$ cat config.mk
export PLATFORM = sky130hd
export DESIGN_NAME = xorshift_range_random_top
export DESIGN_NICKNAME = d
export VERILOG_FILES = /design/src/sv/xrr_pkg.sv /design/src/sv/xrr_gen.sv /design/src/sv/xrr_rem.sv /design/src/sv/xorshift_range_random_top.sv
export SDC_FILE = /design/constraint.sdc
export NUM_CORES = 1
export LEC_CHECK = 0
export ABC_AREA = 1
export ABC_CLOCK_PERIOD_IN_PS = 8200
export BUFFER_PORTS_ARGS = -buffer_cell sky130_fd_sc_hd__buf_2
export CORE_MARGIN = 2
export CORE_UTILIZATION = 61
export DETAILED_ROUTE_END_ITERATION = 8
export GPL_TIMING_DRIVEN = 0
export PLACE_DENSITY = 0.86
export SYNTH_ARGS = -nofsm -noshare
export SYNTH_HDL_FRONTEND = slang
export SYNTH_HIERARCHICAL = 1
export SYNTH_SLANG_ARGS = --single-unit
export TNS_END_PERCENT = 30
$ cat constraint.sdc
create_clock -name clock -period 8.2 [get_ports clock]
set_clock_uncertainty 0.2 [all_clocks]
set_input_delay 0.82 -clock clock [delete_from_list [all_inputs] [get_ports clock]]
set_output_delay 0.82 -clock clock [all_outputs]
set_load 0.01 [all_outputs]
$ cat src/sv/xrr_pkg.sv
// Package for the xorshift range random block: sequencer states, generator
// control bundle, shift constants and the state advance function.
// No dependencies.
`timescale 1ns / 1ps

package xrr_pkg;

   localparam int unsigned SHIFT_A = 21;
   localparam int unsigned SHIFT_B = 35;
   localparam int unsigned SHIFT_C = 4;

   // Width of the draw counter; a request gives up with an error after 2**TRY_W draws.
   localparam int unsigned TRY_W = 20;

   typedef enum logic [2:0] {
      ST_IDLE,
      ST_DRAW,
      ST_LOAD,
      ST_DIVIDE,
      ST_CHECK,
      ST_FINISH
   } state_type;

   typedef struct packed {
      logic step;
      logic reload;
   } gen_ctrl_type;

   // One xorshift step; the middle shift replicates the sign bit.
   function automatic logic [63:0] xrr_advance(input logic [63:0] s_in);
      logic [63:0] s;
      s = s_in;
      s = s ^ (s << SHIFT_A);
      s = s ^ 64'($unsigned($signed(s) >>> SHIFT_B));
      s = s ^ (s << SHIFT_C);
      return s;
   endfunction

endpackage

$ cat src/sv/xrr_gen.sv
// Generator state for the xorshift range random block: seed register,
// initialized flag and the 64-bit xorshift state. Uses xrr_pkg.
`timescale 1ns / 1ps

module xrr_gen
   import xrr_pkg::*;
(
   input  logic         clock,
   input  logic         reset,
   input  logic         csr_we,
   input  logic [63:0]  csr_wdata,
   input  gen_ctrl_type ctrl,
   output logic [31:0]  draw_bits
);

   logic [63:0] seed_ff, seed_in;
   logic        init_ff, init_in;
   logic [63:0] state_ff, state_in;

   always_comb begin
      seed_in  = seed_ff;
      init_in  = init_ff;
      state_in = state_ff;
      if (csr_we) begin
         seed_in = csr_wdata;
         init_in = 1'b0;
      end else if (ctrl.step) begin
         // A reload request or an uninitialized generator starts from the seed.
         if (ctrl.reload || !init_ff) begin
            state_in = xrr_advance(seed_ff);
         end else begin
            state_in = xrr_advance(state_ff);
         end
         init_in = 1'b1;
      end
   end

   always_ff @(posedge clock) begin
      if (reset) begin
         seed_ff  <= 64'd1;
         init_ff  <= 1'b0;
         state_ff <= 64'd0;
      end else begin
         seed_ff  <= seed_in;
         init_ff  <= init_in;
         state_ff <= state_in;
      end
   end

   assign draw_bits = state_ff[31:0];

endmodule

$ cat src/sv/xrr_rem.sv
// Restoring remainder unit, one quotient bit per cycle for a 32-bit dividend.
// Uses xrr_pkg only for the house import.
`timescale 1ns / 1ps

module xrr_rem
   import xrr_pkg::*;
(
   input  logic        clock,
   input  logic        reset,
   input  logic        start,
   input  logic [31:0] dividend,
   input  logic [31:0] divisor,
   output logic        done,
   output logic [30:0] remainder
);

   logic [31:0] rem_ff, rem_in;
   logic [31:0] dvd_ff, dvd_in;
   logic [4:0]  cnt_ff, cnt_in;
   logic        busy_ff, busy_in;
   logic [31:0] trial;

   // The divisor is at most 2^31, so the remainder always fits 31 bits and
   // the shifted trial value fits 32.
   assign trial = {rem_ff[30:0], dvd_ff[31]};

   always_comb begin
      rem_in  = rem_ff;
      dvd_in  = dvd_ff;
      cnt_in  = cnt_ff;
      busy_in = busy_ff;
      if (start) begin
         rem_in  = 32'd0;
         dvd_in  = dividend;
         cnt_in  = 5'd0;
         busy_in = 1'b1;
      end else if (busy_ff) begin
         rem_in = (trial >= divisor) ? (trial - divisor) : trial;
         dvd_in = {dvd_ff[30:0], 1'b0};
         cnt_in = cnt_ff + 5'd1;
         if (cnt_ff == 5'd31) begin
            busy_in = 1'b0;
         end
      end
   end

   always_ff @(posedge clock) begin
      if (reset) begin
         busy_ff <= 1'b0;
         cnt_ff  <= 5'd0;
      end else begin
         busy_ff <= busy_in;
         cnt_ff  <= cnt_in;
      end
      rem_ff <= rem_in;
      dvd_ff <= dvd_in;
   end

   assign done      = busy_ff && (cnt_ff == 5'd31);
   assign remainder = rem_ff[30:0];

endmodule

$ cat src/sv/xorshift_range_random_top.sv
// Each draw steps the generator, loads the remainder unit, runs its 32 remainder steps
// and checks the result; a rejected draw starts another, and a minimum beyond the range
// goes from idle straight to finish, which returns to idle once the result register is free.
// The 32-step remainder unit sets the pace of each draw; one request is in flight.
// Synchronous active-high reset: seed 1, generator state 0, not initialized.
// Top level of the xorshift range random block; uses xrr_pkg, xrr_gen, xrr_rem.
`timescale 1ns / 1ps

module xorshift_range_random_top
   import xrr_pkg::*;
(
   input  logic        clock,
   input  logic        reset,
   input  logic        csr_we,
   input  logic [63:0] csr_wdata,
   input  logic        req_tvalid,
   output logic        req_tready,
   input  logic [63:0] req_tdata,   // [31:0] range_min, [63:32] range_max
   output logic        rsp_tvalid,
   input  logic        rsp_tready,
   output logic [31:0] rsp_tdata,   // [30:0] value, [31] zero fill
   output logic        rsp_tuser    // [0] range_error
);

   state_type state_ff, state_in;

   logic [30:0]      lo_ff;
   logic [31:0]      mod_ff;
   logic             reload_ff;
   logic [TRY_W-1:0] tries_ff;
   logic [30:0]      res_value_ff;
   logic             res_err_ff;
   logic             rsp_valid_ff;
   logic [30:0]      rsp_value_ff;
   logic             rsp_err_ff;

   logic         accept;
   logic         out_free;
   logic         div_start;
   logic         div_done;
   logic [30:0]  rem;
   logic [31:0]  draw_bits;
   logic [31:0]  dividend;
   gen_ctrl_type gen_ctrl;

   logic signed [31:0] req_min;
   logic signed [31:0] req_max;
   logic [30:0]        lo_clamped;
   logic [31:0]        mod_req;
   logic               out_of_range;
   logic               hit;

   assign req_min = req_tdata[31:0];
   assign req_max = req_tdata[63:32];

   // Negative minimum clamps to zero; a maximum below zero gives modulus one.
   assign lo_clamped   = req_min[31] ? 31'd0 : req_min[30:0];
   assign mod_req      = req_max[31] ? 32'd1 : ({1'b0, req_max[30:0]} + 32'd1);
   assign out_of_range = {1'b0, lo_clamped} >= mod_req;

   assign accept   = req_tvalid && req_tready;
   assign out_free = !rsp_valid_ff || rsp_tready;

   // C remainder magnitude equals the unsigned remainder of the magnitude.
   assign dividend = draw_bits[31] ? (32'd0 - draw_bits) : draw_bits;
   assign hit      = rem >= lo_ff;

   xrr_gen u_gen (
      .clock     (clock),
      .reset     (reset),
      .csr_we    (csr_we),
      .csr_wdata (csr_wdata),
      .ctrl      (gen_ctrl),
      .draw_bits (draw_bits)
   );

   xrr_rem u_rem (
      .clock     (clock),
      .reset     (reset),
      .start     (div_start),
      .dividend  (dividend),
      .divisor   (mod_ff),
      .done      (div_done),
      .remainder (rem)
   );

   always_comb begin
      state_in = state_ff;
      case (state_ff)
         ST_IDLE: begin
            if (accept) begin
               state_in = out_of_range ? ST_FINISH : ST_DRAW;
            end
         end
         ST_DRAW:   state_in = ST_LOAD;
         ST_LOAD:   state_in = ST_DIVIDE;
         ST_DIVIDE: begin
            if (div_done) begin
               state_in = ST_CHECK;
            end
         end
         ST_CHECK: begin
            if (hit || (tries_ff == {TRY_W{1'b1}})) begin
               state_in = ST_FINISH;
            end else begin
               state_in = ST_DRAW;
            end
         end
         ST_FINISH: begin
            if (out_free) begin
               state_in = ST_IDLE;
            end
         end
         default: state_in = ST_IDLE;
      endcase
   end

   always_comb begin
      req_tready      = 1'b0;
      div_start       = 1'b0;
      gen_ctrl.step   = 1'b0;
      gen_ctrl.reload = reload_ff;
      case (state_ff)
         ST_IDLE:  req_tready    = 1'b1;
         ST_DRAW:  gen_ctrl.step = 1'b1;
         ST_LOAD:  div_start     = 1'b1;
         default: begin
         end
      endcase
   end

   always_ff @(posedge clock) begin
      if (reset) begin
         state_ff     <= ST_IDLE;
         rsp_valid_ff <= 1'b0;
      end else begin
         state_ff <= state_in;
         if (state_ff == ST_FINISH && out_free) begin
            rsp_valid_ff <= 1'b1;
         end else if (rsp_tready) begin
            rsp_valid_ff <= 1'b0;
         end
      end

      if (accept) begin
         lo_ff        <= lo_clamped;
         mod_ff       <= mod_req;
         reload_ff    <= req_max == -32'sd1;
         tries_ff     <= '0;
         res_value_ff <= 31'd0;
         res_err_ff   <= out_of_range;
      end
      if (state_ff == ST_CHECK) begin
         if (hit) begin
            res_value_ff <= rem;
            res_err_ff   <= 1'b0;
         end else if (tries_ff == {TRY_W{1'b1}}) begin
            res_value_ff <= 31'd0;
            res_err_ff   <= 1'b1;
         end else begin
            tries_ff <= tries_ff + TRY_W'(1);
         end
      end
      if (state_ff == ST_FINISH && out_free) begin
         rsp_value_ff <= res_value_ff;
         rsp_err_ff   <= res_err_ff;
      end
   end

   assign rsp_tvalid = rsp_valid_ff;
   assign rsp_tdata  = {1'b0, rsp_value_ff};
   assign rsp_tuser  = rsp_err_ff;

endmodule

Yosys cells after proc, flatten, opt, wreduce, memory -nomap -nowiden
Cells that the tools add are included.
{"block": "totals", "out_inout_bits": 35, "input_bits": 133, "regBits": 350, "wordCells": 91}
{"block": "classes", "n_reduce_logical": 15, "eq_ne": 11, "mux": 33, "n_addsub": 5, "bitwise_logic": 7, "magnitude_cmp": 3}
{"operator": "64-bit XOR", "n": 6}
{"operator": "31-bit two-way mux", "n": 6}
{"operator": "32-bit two-way mux", "n": 4}
{"operator": "20-bit two-way mux", "n": 4}
{"operator": "64-bit two-way mux", "n": 1}
{"operator": "31-bit by 1-bit adder with 32-bit output (second input constant)", "n": 1}
{"operator": "32-bit by 1-bit equality test with 1-bit output (second input constant)", "n": 1}
{"operator": "31-bit by 32-bit >= comparator with 1-bit output", "n": 1}
{"operator": "32-bit >= comparator", "n": 1}
{"operator": "1-bit by 32-bit subtractor with 32-bit output (first input constant)", "n": 1}
{"operator": "31-bit >= comparator", "n": 1}
{"operator": "31-bit subtractor", "n": 1}
{"operator": "20-bit by 1-bit adder with 20-bit output (second input constant)", "n": 1}
{"operator": "20-bit equality test (second input constant)", "n": 1}
{"operator": "3-bit one-hot mux with 6 select lines", "n": 1}
{"operator": "3-bit two-way mux", "n": 5}
{"operator": "1-bit two-way mux", "n": 12}
{"operator": "3-bit by 2-bit equality test with 1-bit output (second input constant)", "n": 2}
{"operator": "3-bit equality test (second input constant)", "n": 2}
{"operator": "2-bit != test (second input constant)", "n": 3}
{"operator": "5-bit by 1-bit adder with 5-bit output (second input constant)", "n": 1}
{"operator": "5-bit equality test (second input constant)", "n": 1}
{"operator": "2-bit nonzero test", "n": 2}
{"operator": "2-bit OR reduction", "n": 2}
{"operator": "8 further kinds", "n": 13}

Logic depth before layout (Yosys ltp)
{"block": "depth", "ltp_word": 7, "depth_mapped": 26, "ltp_nobuf": 26}

Modules after synthesis
Netlist, hierarchy kept.
{"mod": "xrr_gen", "seq_area_each_um2": 2582.5, "n_inst": 1, "area_per_inst_um2": 9477.8, "cells_each": 1712}
{"mod": "xorshift_range_random_top", "seq_area_each_um2": 4003.8, "n_inst": 1, "area_per_inst_um2": 9258.9, "cells_each": 1151}
{"mod": "xrr_rem", "seq_area_each_um2": 1701.6, "n_inst": 1, "area_per_inst_um2": 5760.5, "cells_each": 947}

Worst setup path after synthesis
No wires, ideal clock.
{"block": "synth_timing", "path_kind": "input to register", "start": "input port rsp_tready", "end": "register rsp_err_ff, in the netlist rsp_tuser, enable pin", "path_buffers": 0, "path_stages": 2, "required_ns": 7.539, "arrival_time_ns": 3.074, "setup_ns": 0.461, "path_slack_ns": 4.465, "cell_sequence": "nor2_1 > nor3_1"}
{"block": "synth_via", "elab_chain_cells": 2}
{"element": "start: declaration", "line_no": "xorshift_range_random_top.sv:20", "source": "input logic rsp_tready,"}
{"element": "1-bit logical OR", "line_no": "xorshift_range_random_top.sv:62", "source": "assign out_free = !rsp_valid_ff || rsp_tready;"}
{"element": "1-bit logical AND", "line_no": "xorshift_range_random_top.sv:164", "source": "if (state_ff == ST_FINISH && out_free) begin"}
{"element": "end signal: assignment", "line_no": "xorshift_range_random_top.sv:166", "source": "rsp_err_ff <= res_err_ff;"}
{"element": "end: declaration", "line_no": "xorshift_range_random_top.sv:35", "source": "logic rsp_err_ff;"}
No other way between the ends.
A chain may end at the register's enable or synchronous reset.

Worst setup path after layout
{"block": "layout_timing", "start": "input port req_tdata[32]", "end": "register res_err_ff"}
{"block": "layout_via", "elab_chain_cells": 7}
{"element": "start: declaration", "line_no": "xorshift_range_random_top.sv:18", "source": "input logic [63:0] req_tdata,"}
{"element": "31-bit by 1-bit adder with 32-bit output (*)", "line_no": "xorshift_range_random_top.sv:58", "source": "assign mod_req = req_max[31] ? 32'd1 : ({1'b0, req_max[30:0]} + 32'd1);"}
{"element": "32-bit two-way mux (*)", "line_no": "xorshift_range_random_top.sv:58"}
{"element": "31-bit by 32-bit >= comparator with 1-bit output (*)", "line_no": "xorshift_range_random_top.sv:59", "source": "assign out_of_range = {1'b0, lo_clamped} >= mod_req;"}
{"element": "1-bit two-way mux (*)", "line_no": "xorshift_range_random_top.sv:145", "source": "if (accept) begin"}
{"element": "1-bit two-way mux", "line_no": "xorshift_range_random_top.sv:157", "source": "end else if (tries_ff == {TRY_W{1'b1}}) begin"}
{"element": "1-bit two-way mux", "line_no": "xorshift_range_random_top.sv:154", "source": "if (hit) begin"}
{"element": "1-bit two-way mux (*)", "line_no": "xorshift_range_random_top.sv:153", "source": "if (state_ff == ST_CHECK) begin"}
{"element": "end signal: assignment", "line_no": "xorshift_range_random_top.sv:151", "source": "res_err_ff <= out_of_range;"}
{"element": "end: declaration", "line_no": "xorshift_range_random_top.sv:32", "source": "logic res_err_ff;"}
Mark *: on every way between the ends. The rest lies on a longest branch, timed or not.

==> impl_results.html <==
<table>
<tr><th>Metric</th><th>Value</th></tr>
<tr><th colspan="2">Run status</th></tr>
<tr><td>Status</td><td>complete, no violations</td></tr>
<tr><th colspan="2">Setup path</th></tr>
<tr><td>Signal arrival time at the worst endpoint</td><td>4.12 ns</td></tr>
<tr><td>Setup slack of the most critical reg-to-reg path</td><td>around 5.2 ns</td></tr>
<tr><td>Worst reg2reg endpoint</td><td>tries_ff[12]$_DFF_P_</td></tr>
<tr><td>Worst setup EP type</td><td>flop</td></tr>
<tr><td>Worst Path Class, Setup</td><td>in2reg</td></tr>
<tr><td>CP required</td><td>~8.5 ns</td></tr>
<tr><td>Count of cells along the worst register-to-register path</td><td>13</td></tr>
<tr><td>Maximum fanout count along the critical path</td><td>4</td></tr>
<tr><td>Reg-to-Reg Start</td><td>u_rem/rem_ff[28]$_SDFFE_PP0P_</td></tr>
<tr><td>Kind of launch point of the worst setup path</td><td>input pin</td></tr>
<tr><th colspan="2">Yosys</th></tr>
<tr><td>Syn nets</td><td>between 4000 and 5000</td></tr>
<tr><td>Library cell with the highest instance count after synthesis</td><td>sky130_fd_sc_hd__nand2_1</td></tr>
<tr><td>Synthesis warning total</td><td>6</td></tr>
<tr><td>Number of enable flip-flop cells after synthesis</td><td>about 130</td></tr>
<tr><td>Share of synthesized flip-flops with an asynchronous set or reset</td><td>0%</td></tr>
<tr><td>Post-synth design cell area</td><td>approximately 24000 sq um</td></tr>
<tr><td>Flip-flop and latch count after synthesis</td><td>between 300 and 400</td></tr>
<tr><td>Number of library cell types mapped by synthesis</td><td>58</td></tr>
<tr><td>Leading post-synthesis cells by cell area</td><td>sky130_fd_sc_hd__nand2_1 (22%), sky130_fd_sc_hd__dfxtp_1 (18%), sky130_fd_sc_hd__edfxtp_1 (16%)</td></tr>
<tr><td>Cell type with the largest total area after synthesis</td><td>sky130_fd_sc_hd__nand2_1</td></tr>
<tr><td>Prevailing post-synth register cell</td><td>sky130_fd_sc_hd__dfxtp_1</td></tr>
<tr><td>Proportion of synthesized chip area in sequential cells</td><td>between 30% and 40%</td></tr>
<tr><td>Gate Count Post-Synth</td><td>3810</td></tr>
<tr><td>Mean Syn Cell Area</td><td>6.43 sq um</td></tr>
<tr><td>Most instantiated cells after synthesis</td><td>sky130_fd_sc_hd__nand2_1 (1456), sky130_fd_sc_hd__inv_1 (579), sky130_fd_sc_hd__nand3_1 (293), sky130_fd_sc_hd__dfxtp_1 (222), sky130_fd_sc_hd__a21oi_1 (215)</td></tr>
<tr><td>Area share of the leading cell type in the synthesized netlist</td><td>22.3%</td></tr>
<tr><th colspan="2">Power and ir drop</th></tr>
<tr><td>Cell area power density</td><td>about 290 nW/um^2</td></tr>
<tr><td>IR Drop Worst-Case VDD</td><td>173 uV</td></tr>
<tr><td>Static Leakage</td><td>approximately 0.014 uW</td></tr>
<tr><th colspan="2">Floorplanning</th></tr>
<tr><td>CORE AREA</td><td>39700 sq um</td></tr>
<tr><td>Area of the die</td><td>between 40000 and 50000 sq um</td></tr>
<tr><td>Number of rows in the core area</td><td>73</td></tr>
<tr><td>Initial standard-cell utilization of the core</td><td>between 60% and 70%</td></tr>
<tr><td>Number of top-level pins</td><td>roughly 170</td></tr>
<tr><td>Die Span Y</td><td>204 um</td></tr>
<tr><td>Width of the die</td><td>204 um</td></tr>
<tr><th colspan="2">Clock tree</th></tr>
<tr><td>Max H-tree Level</td><td>2</td></tr>
<tr><td>Hold-fix buffers at CTS</td><td>0</td></tr>
<tr><td>Clock latency at the later pin of the worst-skew pair</td><td>0.58 ns</td></tr>
<tr><td>Post-CTS Resized</td><td>0</td></tr>
<tr><td>CTS root buf</td><td>sky130_fd_sc_hd__clkbuf_16</td></tr>
<tr><td>Post-CTS repair timing setup buffer count</td><td>0</td></tr>
<tr><td>Clock buffer count from CTS</td><td>41</td></tr>
<tr><td>Clock net sink count</td><td>between 300 and 400</td></tr>
<tr><td>TritonCTS clock tree</td><td>yes</td></tr>
<tr><td>Clock transition at the registers of the reported paths</td><td>~0.060 ns</td></tr>
<tr><td>Number of buffers between clock root and the deepest sink</td><td>3</td></tr>
<tr><th colspan="2">Hold path</th></tr>
<tr><td>Classification of the worst-slack hold path</td><td>reg2reg</td></tr>
<tr><td>Hold_sp</td><td>res_value_ff[3]$_DFF_P_</td></tr>
<tr><td>Hold endpoint</td><td>rsp_value_ff[3]$_DFFE_PP_</td></tr>
<tr><td>Number of stages on the worst hold path</td><td>0</td></tr>
<tr><th colspan="2">STA</th></tr>
<tr><td>Final count of pins violating max slew</td><td>0</td></tr>
<tr><td>Worst slew margin relative to its limit</td><td>a little over a third</td></tr>
<tr><td>Highest clock rate</td><td>roughly 260 MHz</td></tr>
<tr><td>Setup-failing EPs final</td><td>0</td></tr>
<tr><td>Final count of hold timing violations</td><td>0</td></tr>
<tr><td>Setup total negative slack</td><td>0 ns</td></tr>
<tr><td>Crit path time final</td><td>3.82 ns</td></tr>
<tr><td>Slew @ Worst Pin</td><td>slightly below 1 ns</td></tr>
<tr><td>Ratio of final minimum period to clock period</td><td>between 40% and 50%</td></tr>
<tr><td>Unrepaired setup endpoints after global routing</td><td>no</td></tr>
<tr><th colspan="2">Global routing</th></tr>
<tr><td>Global-route wire length before repair</td><td>roughly 120000 um</td></tr>
<tr><td>Largest net degree at the start of global routing</td><td>48</td></tr>
<tr><td>Remaining Overflow, GRT</td><td>0</td></tr>
<tr><td>Overall Global Routing Usage</td><td>38.5%</td></tr>
<tr><td>Initial antenna violation count</td><td>1</td></tr>
<tr><td>Number of global-route vias before repair</td><td>between 20000 and 25000</td></tr>
<tr><th colspan="2">Detailed routing</th></tr>
<tr><td>DRC violation count after routing</td><td>0</td></tr>
<tr><td>WL final</td><td>roughly 80000 um</td></tr>
<tr><td>Antenna-violating nets left</td><td>0</td></tr>
<tr><td>First-pass iteration count of the detailed router</td><td>8</td></tr>
<tr><td>Routed wirelength normalized by instance count</td><td>17.6 um</td></tr>
<tr><td>Via count</td><td>around 25000</td></tr>
<tr><td>Initial detailed-routing violation count</td><td>2785</td></tr>
<tr><td>Mean number of vias per cell</td><td>~5.5</td></tr>
<tr><th colspan="2">Final layout</th></tr>
<tr><td>Post-layout instance count excluding filler cells</td><td>4577</td></tr>
<tr><td>Layout cells sized above 1</td><td>a little over a tenth</td></tr>
<tr><td>Post-layout nets</td><td>about 4300</td></tr>
<tr><td>Layout-stage area growth over the synthesis result</td><td>11.6%</td></tr>
<tr><td>Total of fill cells in the finished design</td><td>~3500</td></tr>
<tr><th colspan="2">Run</th></tr>
<tr><td>Maximum Capacitance Violations</td><td>0</td></tr>
<tr><th colspan="2">Placement</th></tr>
<tr><td>Count of placed standard cells including taps</td><td>approximately 4500</td></tr>
<tr><td>Routability Congestion</td><td>1.08</td></tr>
<tr><td>Total of buffers placed on input and output ports</td><td>roughly 170</td></tr>
<tr><td>Placed wire-length estimate</td><td>around 63000 um</td></tr>
</table>
worst max-delay path, cell delays in order:
cell and delay [ns]:
sky130_fd_sc_hd__buf_2 0.10, sky130_fd_sc_hd__ha_1 0.20, sky130_fd_sc_hd__nand2_2 0.09, sky130_fd_sc_hd__nor2_4 0.13, sky130_fd_sc_hd__nand4_2 0.13, sky130_fd_sc_hd__nor2_4 0.15
sky130_fd_sc_hd__nand2_2 0.07, sky130_fd_sc_hd__nor2_2 0.11, sky130_fd_sc_hd__nand2_2 0.09, sky130_fd_sc_hd__nor2_4 0.13, sky130_fd_sc_hd__nand3_2 0.11, sky130_fd_sc_hd__o21bai_1 0.15
sky130_fd_sc_hd__nand3_1 0.30, sky130_fd_sc_hd__ha_1 0.42, sky130_fd_sc_hd__nand2_1 0.07, sky130_fd_sc_hd__o21ai_0 0.17, sky130_fd_sc_hd__a21oi_1 0.06, sky130_fd_sc_hd__o21ai_0 0.20
sky130_fd_sc_hd__nand2_1 0.22, sky130_fd_sc_hd__a21oi_1 0.26, sky130_fd_sc_hd__o21a_1 0.14
registers in the layout, indices dropped and copies added (netlist names), 3 cells and up:
signal	cells
u_gen/seed_ff	64
u_gen/state_ff	64
rsp_value_ff	31
mod_ff	32
u_rem/dvd_ff	32
tries_ff	20
u_rem/rem_ff	31
lo_ff	31
state_ff	3
u_rem/cnt_ff	5
res_value_ff	31
kinds of logic after synthesis:
logic type | after synthesis | synth area share [%]
AOI/OAI and AO/OA | 433 | 9.72
xor gates and xnor gates | 91 | 3.28
adders and majority gates | 100 | 5.14
buffers and inverters | 739 | 12.4
DFF | 350 | 33.8
other | 1 | 0.0153
and+or+nand+nor | 2096 | 35.6
routing by layer:
layer  up-vias  global-route usage, %  part of all wire [%]
met5         -                      0                     0
met4         0                   20.0                   5.8
met3       282                   7.45                    10
met2      1298                   61.8                    44
met1     11300                   49.1                    40
li1      12400                      -                     -
layout make-up:
| cell class | count | area, sq um | area share (%) |
|---|---|---|---|
| plain buffers | 133 | 754 | 2.76 |
| clock buffers | 62 | 1210 | 4.44 |
| multi-input cells | 2721 | 13200 | 48.2 |
| flip-flops and latches | 350 | 8290 | 30.3 |
| repair buffers | 168 | 876 | 3.20 |
| clock inverters | 11 | 82.6 | 0.302 |
| diodes | 1 | 2.50 | 0.00915 |
| inverters | 606 | 2270 | 8.32 |
| well taps | 525 | 657 | 2.40 |
metrics by stage:
stage	utilization, %	total power (uW)	worst slack, ns	hold slack, ns	instance area, sq um
6_report	68.8	7890	4.38	0.230	27300
5_1_grt	68.8	8400	4.12	0.238	27300
4_1_cts	68.8	7790	4.51	0.232	27300
3_5_place_dp	65.5	6010	3.92	0.217	26000
3_3_place_gp	65.4	5930	3.57	0.212	26000
2_1_floorplan	-	4970	4.47	0.209	24500
how the worst max path moves through the flow:
| stage | from | end | slack [ns] | depth (start not counted) |
|---|---|---|---|---|
| finish | req_tdata[32] | res_err_ff$_DFF_P_ | 4.38 | 21 |
| global placement | rsp_tready | rsp_value_ff[18]$_DFFE_PP_ | 3.57 | 3 |
| detailed placement | req_tdata[32] | state_ff[2]$_SDFFE_PP0P_ | 3.92 | 24 |
| CTS | req_tdata[32] | state_ff[2]$_SDFFE_PP0P_ | 4.51 | 24 |
| global route | req_tdata[32] | state_ff[2]$_SDFFE_PP0P_ | 4.12 | 24 |
| floorplan | rsp_tready | rsp_tuser$_DFFE_PP_ | 4.47 | 2 |
cells in the final DEF (no fill, tap or decap), drive strengths merged, types with 3 or more instances in the layout:
cell,count
nand2,1475
inv,607
nand3,296
buf,258
dfxtp,222
a21oi,217
nor2,210
o21ai,183
edfxtp,128
clkbuf,105
ha,99
nor3,55
xnor2,52
xor2,39
nand3b,19
nand4,18
o211ai,13
nor4,11
clkinv,9
o21a,6
and2,4
or2,4
a211oi,3
report_power, final:
| group | leakage, uW | total [uW] | switching [uW] | internal, uW |
|---|---|---|---|---|
| registers | 0.00303 | 2510 | 330 | 2180 |
| clock network | 0.000639 | 1780 | 750 | 1030 |
| logic | 0.0105 | 3600 | 2420 | 1170 |
Power figures use the tool's default switching activity.
